**src/sv/dsa_pkg.sv**
```systemverilog
// descriptor slot allocator package: request modes, status codes, fsm states
// and the command/status structs between controller and datapath
// no dependencies
`timescale 1ns / 1ps
`default_nettype none

package dsa_pkg;

  localparam int GRP_W  = 16;
  localparam int GRP_IW = 4;

  typedef enum logic [1:0] {
    MODE_ALLOC_LOW = 2'd0,
    MODE_ALLOC_AT  = 2'd1,
    MODE_FREE      = 2'd2,
    MODE_READ      = 2'd3
  } mode_t;

  typedef enum logic [1:0] {
    ST_OK       = 2'd0,
    ST_BAD_SLOT = 2'd1,
    ST_IN_USE   = 2'd2,
    ST_FULL     = 2'd3
  } status_t;

  typedef enum logic {
    S_IDLE = 1'b0,
    S_EXEC = 1'b1
  } state_t;

  typedef struct packed {
    logic capture;
    logic commit;
  } ctrl_cmd_t;

  typedef struct packed {
    logic out_free;
  } dp_stat_t;

endpackage

`default_nettype wire

```
**src/sv/dsa_req_if.sv**
```systemverilog
// request channel: valid/ready handshake with mode, slot and handle
// no dependencies
`timescale 1ns / 1ps
`default_nettype none

interface dsa_req_if;
  logic        valid;
  logic        ready;
  logic [1:0]  mode;
  logic [7:0]  slot;
  logic [31:0] handle;

  modport source (output valid, output mode, output slot, output handle, input ready);
  modport sink (input valid, input mode, input slot, input handle, output ready);
endinterface

`default_nettype wire

```
**src/sv/dsa_rsp_if.sv**
```systemverilog
// response channel: valid/ready handshake with status, slot and handle
// no dependencies
`timescale 1ns / 1ps
`default_nettype none

interface dsa_rsp_if;
  logic        valid;
  logic        ready;
  logic [1:0]  status;
  logic [7:0]  slot_out;
  logic [31:0] handle_out;

  modport source (output valid, output status, output slot_out, output handle_out,
                  input ready);
  modport sink (input valid, input status, input slot_out, input handle_out,
                output ready);
endinterface

`default_nettype wire

```
**src/sv/dsa_ram.sv**
```systemverilog
// generic single write port, single read port ram with registered read
// no dependencies
`timescale 1ns / 1ps
`default_nettype none

module dsa_ram #(
  parameter int WIDTH = 32,
  parameter int DEPTH = 64
) (
  input  wire logic                                  clk,
  input  wire logic                                  we,
  input  wire logic [(DEPTH > 1 ? $clog2(DEPTH) : 1)-1:0] waddr,
  input  wire logic [WIDTH-1:0]                      wdata,
  input  wire logic [(DEPTH > 1 ? $clog2(DEPTH) : 1)-1:0] raddr,
  output      logic [WIDTH-1:0]                      rdata
);

  logic [WIDTH-1:0] mem [DEPTH];

  always_ff @(posedge clk) begin
    if (we) begin
      mem[waddr] <= wdata;
    end
    rdata <= mem[raddr];
  end

endmodule

`default_nettype wire

```
**src/sv/dsa_ctrl.sv**
```systemverilog
// controller fsm: takes one request, then commits it once the output register is free
// depends on dsa_pkg
`timescale 1ns / 1ps
`default_nettype none

module dsa_ctrl
  import dsa_pkg::*;
(
  input  wire logic       clk,
  input  wire logic       rst,
  input  wire logic       req_valid,
  output      logic       req_ready,
  input  wire dp_stat_t   stat,
  output      ctrl_cmd_t  cmd,
  output      state_t     state
);

  state_t state_next;

  always_ff @(posedge clk) begin
    if (rst) begin
      state <= S_IDLE;
    end else begin
      state <= state_next;
    end
  end

  always_comb begin
    state_next = state;
    unique case (state)
      S_IDLE: begin
        if (req_valid) state_next = S_EXEC;
      end
      S_EXEC: begin
        if (stat.out_free) state_next = S_IDLE;
      end
      default: state_next = S_IDLE;
    endcase
  end

  always_comb begin
    req_ready   = 1'b0;
    cmd.capture = 1'b0;
    cmd.commit  = 1'b0;
    unique case (state)
      S_IDLE: begin
        req_ready   = !rst;
        cmd.capture = req_valid && !rst;
      end
      S_EXEC: begin
        cmd.commit = stat.out_free;
      end
      default: begin
        req_ready = 1'b0;
      end
    endcase
  end

endmodule

`default_nettype wire

```
**src/sv/dsa_datapath.sv**
```systemverilog
// datapath: occupancy bitmap, handle table ram, free-slot group summaries,
// request registers and the output register
// depends on dsa_pkg and dsa_ram
`timescale 1ns / 1ps
`default_nettype none

module dsa_datapath
  import dsa_pkg::*;
#(
  parameter int SLOTS = 64
) (
  input  wire logic        clk,
  input  wire logic        rst,
  input  wire ctrl_cmd_t   cmd,
  output      dp_stat_t    stat,
  input  wire logic [1:0]  in_mode,
  input  wire logic [7:0]  in_slot,
  input  wire logic [31:0] in_handle,
  output      logic        out_valid,
  input  wire logic        out_ready,
  output      logic [1:0]  out_status,
  output      logic [7:0]  out_slot,
  output      logic [31:0] out_handle
);

  localparam int IW  = $clog2(SLOTS);
  localparam int NG  = (SLOTS + GRP_W - 1) / GRP_W;
  localparam int GSW = (NG > 1) ? $clog2(NG) : 1;
  localparam int FW  = GSW + GRP_IW;
  localparam logic [8:0] SlotsW = 9'(SLOTS);

  logic [SLOTS-1:0]    occ;
  logic [NG*GRP_W-1:0] occ_pad;

  mode_t       mode_q;
  logic [7:0]  slot_q;
  logic [31:0] handle_q;
  logic        in_range_q;

  logic [NG-1:0]     grp_free;
  logic [GRP_IW-1:0] grp_low [NG];
  logic [NG-1:0]     grp_free_q;
  logic [GRP_IW-1:0] grp_low_q [NG];

  logic [IW-1:0] raddr;
  logic [31:0]   rdata;

  logic          any_free;
  logic [GSW-1:0] gsel;
  logic [FW-1:0] found;
  logic          slot_occ;

  status_t       res_status;
  logic [7:0]    res_slot;
  logic [31:0]   res_handle;
  logic          set_en;
  logic          clr_en;
  logic [IW-1:0] widx;

  assign stat.out_free = !out_valid || out_ready;

  // free-slot summary per group of the bitmap, registered at capture
  always_comb begin
    occ_pad = '1;
    occ_pad[SLOTS-1:0] = occ;
    for (int g = 0; g < NG; g++) begin
      grp_free[g] = 1'b0;
      grp_low[g]  = '0;
      for (int b = GRP_W - 1; b >= 0; b--) begin
        if (!occ_pad[g*GRP_W + b]) begin
          grp_free[g] = 1'b1;
          grp_low[g]  = GRP_IW'(b);
        end
      end
    end
  end

  always_ff @(posedge clk) begin
    if (cmd.capture) begin
      mode_q     <= mode_t'(in_mode);
      slot_q     <= in_slot;
      handle_q   <= in_handle;
      in_range_q <= {1'b0, in_slot} < SlotsW;
      grp_free_q <= grp_free;
      for (int g = 0; g < NG; g++) begin
        grp_low_q[g] <= grp_low[g];
      end
    end
  end

  assign raddr = cmd.capture ? in_slot[IW-1:0] : slot_q[IW-1:0];

  dsa_ram #(
    .WIDTH(32),
    .DEPTH(SLOTS)
  ) u_table (
    .clk  (clk),
    .we   (cmd.commit && set_en),
    .waddr(widx),
    .wdata(handle_q),
    .raddr(raddr),
    .rdata(rdata)
  );

  // lowest group with a free slot
  always_comb begin
    any_free = |grp_free_q;
    gsel     = '0;
    for (int g = NG - 1; g >= 0; g--) begin
      if (grp_free_q[g]) gsel = GSW'(g);
    end
    found = {gsel, grp_low_q[gsel]};
  end

  always_comb begin
    res_status = ST_OK;
    res_slot   = '0;
    res_handle = '0;
    set_en     = 1'b0;
    clr_en     = 1'b0;
    widx       = slot_q[IW-1:0];
    slot_occ   = 1'b0;
    if (in_range_q) slot_occ = occ[slot_q[IW-1:0]];
    unique case (mode_q)
      MODE_ALLOC_LOW: begin
        widx = found[IW-1:0];
        if (any_free) begin
          res_slot = 8'(found);
          set_en   = handle_q != '0;
        end else begin
          res_status = ST_FULL;
        end
      end
      MODE_ALLOC_AT: begin
        if (!in_range_q) begin
          res_status = ST_BAD_SLOT;
        end else if (slot_occ) begin
          res_status = ST_IN_USE;
        end else begin
          res_slot = slot_q;
          set_en   = handle_q != '0;
        end
      end
      MODE_FREE: begin
        if (!in_range_q || !slot_occ) begin
          res_status = ST_BAD_SLOT;
        end else begin
          res_slot = slot_q;
          clr_en   = 1'b1;
        end
      end
      MODE_READ: begin
        if (!in_range_q || !slot_occ) begin
          res_status = ST_BAD_SLOT;
        end else begin
          res_slot   = slot_q;
          res_handle = rdata;
        end
      end
      default: res_status = ST_BAD_SLOT;
    endcase
  end

  always_ff @(posedge clk) begin
    if (rst) begin
      occ <= '0;
    end else if (cmd.commit) begin
      if (set_en) occ[widx] <= 1'b1;
      if (clr_en) occ[widx] <= 1'b0;
    end
  end

  always_ff @(posedge clk) begin
    if (rst) begin
      out_valid <= 1'b0;
    end else if (cmd.commit) begin
      out_valid <= 1'b1;
    end else if (out_ready) begin
      out_valid <= 1'b0;
    end
  end

  always_ff @(posedge clk) begin
    if (cmd.commit) begin
      out_status <= res_status;
      out_slot   <= res_slot;
      out_handle <= res_handle;
    end
  end

endmodule

`default_nettype wire

```
**src/sv/descriptor_slot_allocator.sv**
```systemverilog
// descriptor slot allocator top level: controller, datapath and channel hookup
// depends on dsa_pkg, dsa_req_if, dsa_rsp_if, dsa_ctrl, dsa_datapath
//
//   channel  dir  payload                            transaction
//   req      in   mode[1:0] slot[7:0] handle[31:0]   valid && ready
//   rsp      out  status[1:0] slot_out[7:0]          valid && ready
//                 handle_out[31:0]
//
// one request at a time, in order: capture (table ram read, free-group summaries
// registered) then commit (result to output register, bitmap and ram write)
// commit uses the registered read data of the table ram's synchronous read port
// reset empties the table at once through the occupancy bitmap, no sweep
// a new request is taken while a result waits; its commit waits for rsp ready
`timescale 1ns / 1ps
`default_nettype none

module descriptor_slot_allocator
  import dsa_pkg::*;
#(
  parameter int SLOTS = 64
) (
  input wire logic  clk,
  input wire logic  rst,
  dsa_req_if.sink   req,
  dsa_rsp_if.source rsp
);

  ctrl_cmd_t cmd;
  dp_stat_t  stat;
  state_t    state;

  dsa_ctrl u_ctrl (
    .clk      (clk),
    .rst      (rst),
    .req_valid(req.valid),
    .req_ready(req.ready),
    .stat     (stat),
    .cmd      (cmd),
    .state    (state)
  );

  dsa_datapath #(
    .SLOTS(SLOTS)
  ) u_dp (
    .clk       (clk),
    .rst       (rst),
    .cmd       (cmd),
    .stat      (stat),
    .in_mode   (req.mode),
    .in_slot   (req.slot),
    .in_handle (req.handle),
    .out_valid (rsp.valid),
    .out_ready (rsp.ready),
    .out_status(rsp.status),
    .out_slot  (rsp.slot_out),
    .out_handle(rsp.handle_out)
  );

  a_one_at_a_time: assert property (@(posedge clk) disable iff (rst)
    req.valid && req.ready |=> !req.ready)
    else $error("request taken while another is in flight");

  a_fail_zeroes: assert property (@(posedge clk) disable iff (rst)
    rsp.valid && rsp.status != ST_OK |-> rsp.slot_out == '0 && rsp.handle_out == '0)
    else $error("failed response carries slot or handle");

  a_rsp_from_commit: assert property (@(posedge clk) disable iff (rst)
    $rose(rsp.valid) |-> $past(cmd.commit) && $past(state == S_EXEC))
    else $error("response raised without a commit");

endmodule

`default_nettype wire
```
**src/flat_wrapper.sv**
```systemverilog
// flat-port wrapper written by rule: the top's interface ports become plain ports
module descriptor_slot_allocator_flat import dsa_pkg::*;
#(
  parameter int SLOTS = 64
)
  (clk, rst, req_valid, req_mode, req_slot, req_handle, req_ready, rsp_valid, rsp_status, rsp_slot_out, rsp_handle_out, rsp_ready);
  dsa_req_if req_i ();
  dsa_rsp_if rsp_i ();
  input wire logic clk;
  input wire logic rst;
  input wire logic [$bits(req_i.valid)-1:0] req_valid;
  input wire logic [$bits(req_i.mode)-1:0] req_mode;
  input wire logic [$bits(req_i.slot)-1:0] req_slot;
  input wire logic [$bits(req_i.handle)-1:0] req_handle;
  output wire logic [$bits(req_i.ready)-1:0] req_ready;
  output wire logic [$bits(rsp_i.valid)-1:0] rsp_valid;
  output wire logic [$bits(rsp_i.status)-1:0] rsp_status;
  output wire logic [$bits(rsp_i.slot_out)-1:0] rsp_slot_out;
  output wire logic [$bits(rsp_i.handle_out)-1:0] rsp_handle_out;
  input wire logic [$bits(rsp_i.ready)-1:0] rsp_ready;
  assign req_i.valid = req_valid;
  assign req_i.mode = req_mode;
  assign req_i.slot = req_slot;
  assign req_i.handle = req_handle;
  assign req_ready = req_i.ready;
  assign rsp_valid = rsp_i.valid;
  assign rsp_status = rsp_i.status;
  assign rsp_slot_out = rsp_i.slot_out;
  assign rsp_handle_out = rsp_i.handle_out;
  assign rsp_i.ready = rsp_ready;
  descriptor_slot_allocator #(.SLOTS(SLOTS)) u_core (.clk(clk), .rst(rst), .req(req_i), .rsp(rsp_i));
endmodule
```
**config.mk**
```make
export PLATFORM = sky130hd
export DESIGN_NAME = descriptor_slot_allocator_flat
export DESIGN_NICKNAME = d
export VERILOG_FILES = /design/src/sv/dsa_pkg.sv /design/src/sv/dsa_req_if.sv /design/src/sv/dsa_rsp_if.sv /design/src/sv/dsa_ram.sv /design/src/sv/dsa_ctrl.sv /design/src/sv/dsa_datapath.sv /design/src/sv/descriptor_slot_allocator.sv /design/src/flat_wrapper.sv
export SDC_FILE = /design/constraint.sdc
export NUM_CORES = 2
export LEC_CHECK = 0
export ABC_AREA = 1
export ABC_CLOCK_PERIOD_IN_PS = 5900
export BUFFER_PORTS_ARGS = -buffer_cell sky130_fd_sc_hd__buf_2
export CORE_AREA = 2 2 461 508
export CTS_BUF_LIST = sky130_fd_sc_hd__clkbuf_16
export CTS_CLUSTER_DIAMETER = 120
export CTS_CLUSTER_SIZE = 8
export DETAILED_ROUTE_END_ITERATION = 10
export DIE_AREA = 0 0 463 510
export GPL_ROUTABILITY_DRIVEN = 0
export PLACE_DENSITY = 0.6
export SETUP_SLACK_MARGIN = 0.02
export SLEW_MARGIN = 25
export SYNTH_ARGS = -nofsm -noshare
export SYNTH_HDL_FRONTEND = slang
export SYNTH_SLANG_ARGS = --single-unit
```
**constraint.sdc**
```tcl
create_clock -name clk -period 5.9 [get_ports clk]
set_clock_uncertainty 0.05 [all_clocks]
set_input_delay 0.59 -clock clk [delete_from_list [all_inputs] [get_ports clk]]
set_output_delay 0.59 -clock clk [all_outputs]
set_load 0.05 [all_outputs]
```
==> flow_summary.toml <==
[synth]
ys_types = 32
yosysMostFrequentCell = "nand2_1"
synth_top_cell_by_area = "edfxtp_1"
syn_inst = 7837
synth_area_mm2 = 0.0919
synth_top_cell_area_share_pct = 70.3
synth_seq_area_share_pct = 72.5
synth_fp_nets = 7883
ys_top_cells_by_area = "edfxtp_1 70%, nand2_1 8.9%, nand3_1 8.0%"
yosysWarnings = 0
synth_top_flop_cell = "edfxtp_1"
syn_area_per_cell_um2 = 11.7
synth-seq-cells = 2251
netlist_top_cells_count = "2175 x nand2_1, 2153 x edfxtp_1, 1478 x nand3_1"
synth_edf_count = 2153
async_flop_share_pct = 0

[global_route]
met3_usage_pct = 4.39
top_usage_layer = "met2"
grt_pass1_vias = 61200
grt_use_met1_pct = 32.5
grt_antenna_before_repair = 17
track_usage_pct = 23.4
met2_usage_pct = 37.1
grt_pass1_wl_um = 413000
grt_start_max_net_pins = 134
grt.overflow.total = 0

[timing]
fin_crit_ns = 4.28
worst_slew_pin_slew_ns = 1.04
relSlewSlack_pct = 30.7
maxSlewViolCount = 0
fin_setup_tns_ns = 0
fmax_mhz = 234
finalSetupViolations = 0
finalCritPeriodShare_pct = 72.6
hold_viol = 0
rsz0062_at_grt = "no"

[cts]
h-tree-depth = 5
cts_buffers = 331
cts_resized = 0
worstSkewPairLatency_ns = 0.97
cts.path.max_buffers = 4
root_buffer = "clkbuf_16"
cts.sinks = 2251
tritoncts = "done"
clk_pin_slew_ns = 0.05

[worst_setup_path]
max_stage_delay_ns = 0.81
cp_top_family = "simple AND/OR/NAND/NOR gates"
crit_chain = "nor2_2, nand2_2, o21ai_4, buf_12, buf_4, buf_4, nand2_1, nand3_1, nand3_1, nand2_1, nand2_1, nand3_1, nand3_1, nand2_1"
cp-end-kind = "flip-flop"
cp.required_ns = 6.71
slowest_stage = "o21ai_4"
worstPathMaxFanout = 47
critPathArrivalTime_ns = 5.09
crit_type = "reg -> reg"
cp-start-kind = "flip-flop"
worst-path-buf-inv = 3

[drt]
vias = 63400
via_per_inst = 5.61
ant_nets = 0
first_iter_violations = 8156
drc_errors = 0
wire_per_inst_um = 25.0
wl_um = 282000
firstDrtPassIters = 6

[pwr]
ir_drop_mv = 0.341
power_density_mw_per_mm2 = 352
leakage_nw = 38.5
power_mw = 37.2

[floorplan]
initial_core_util_pct = 39.8
die_x_um = 463
die-height_um = 510
coreArea_mm2 = 0.231
io-pin-count = 90
rows = 185
die-area_mm2 = 0.236

[placement]
placed_area_mm2 = 0.0963
post-place-cells = 10700
io_buffer_count = 89
hpwl_um = 152000

[finish]
final_cells = 11300
synthToLayoutAreaGrowth_pct = 15.2
nFillCells = 20700
drive_above_1_share_pct = 10.7
nets = 8071
fin_area_mm2 = 0.106

[job]
drv_cap = 0

[run_status]
status = "completed"

[worst_hold_path]
hp-class = "in -> reg"
through the flow:
stage / util, % / hold WS [ns] / setup slack (ns)
floorplan: - / 0.399 / 1.38
global placement: 41.7 / 0.426 / 1.31
detailed placement: 41.7 / 0.428 / 1.29
CTS: 45.9 / 0.248 / 1.63
global route: 45.9 / 0.282 / 1.28
finish: 45.9 / 0.298 / 1.62
state kept, by name (all words and copies together), names as in the netlist:
name                       count
u_core.u_dp.u_table.mem     2048
u_core.u_dp.occ               64
u_core.u_dp.handle_q          32
u_core.u_dp.out_handle        32
u_core.u_dp.u_table.rdata     32
u_core.u_dp.grp_low_q         16
u_core.u_dp.out_slot           8
u_core.u_dp.slot_q             8
u_core.u_dp.grp_free_q         4
u_core.u_dp.mode_q             2
u_core.u_dp.out_status         2
u_core.u_ctrl.state            1
u_core.u_dp.in_range_q         1
u_core.u_dp.out_valid          1
cell families (layout without fill, tap and decap cells):
kind of cell	after synthesis	in the layout	synth area share, %
other cells	0	2	0
flops	2251	2251	72.5
buf+inv	899	1267	4.01
simple gates	4066	4066	19.3
compound gates	621	621	4.21
worst paths after layout:
check,startpoint,end,slack (ns),cells past startpoint
setup / recovery,u_core.u_ctrl.state,u_core.u_dp.u_table.rdata[30],1.62,14
hold / removal,req_handle[1],u_core.u_dp.handle_q[1],0.30,2
setup reg to reg,u_core.u_ctrl.state,u_core.u_dp.u_table.rdata[30],1.62,14
hold reg to reg,u_core.u_dp.occ[33],u_core.u_dp.occ[33],0.45,2
routing by layer:
layer	share of wire (%)	wire [µm]
met5	0.013	36
met4	3.1	8770
met3	9.2	25900
met2	46	130000
met1	42	117000
repair_timing:
item	4_1_cts	5_1_grt
setup endpoints to repair	0	0
hold buffers	45	0
setup buffers	0	0
hold endpoints to repair	45	0
cell usage in the layout (no fill, tap or decap), drive strengths merged, types with 12 or more instances in the layout:
cell         instances
nand2             2178
edfxtp            2153
nand3             1478
inv                558
clkbuf             336
buf                307
o211ai             276
o21ai              243
or2                157
nor2               154
dfxtp               98
a21oi               84
nand4               71
dlygate4sd3         45
clkinv              20
nor4                12
power by group:
| group | leakage, nW | total (mW) | internal, mW | switching (mW) |
|---|---|---|---|---|
| clock network | 5.08 | 16.7 | 10.1 | 6.67 |
| logic | 13.2 | 2.80 | 0.730 | 2.07 |
| registers | 20.2 | 17.7 | 17.6 | 0.124 |
| total | 38.5 | 37.2 | 28.4 | 8.86 |
final cells by class:
cell class	count	area [µm²]	share of cell area, %
antenna	2	5.00	0.00473
clock buffer	336	8410	7.94
clock inverter	177	726	0.685
inverter	402	1570	1.48
multi-input combinational	4687	21700	20.5
sequential	2251	66600	62.9
tap	3085	3860	3.65
timing repair buffer	352	3000	2.83
(Power assumes the default switching activity.)
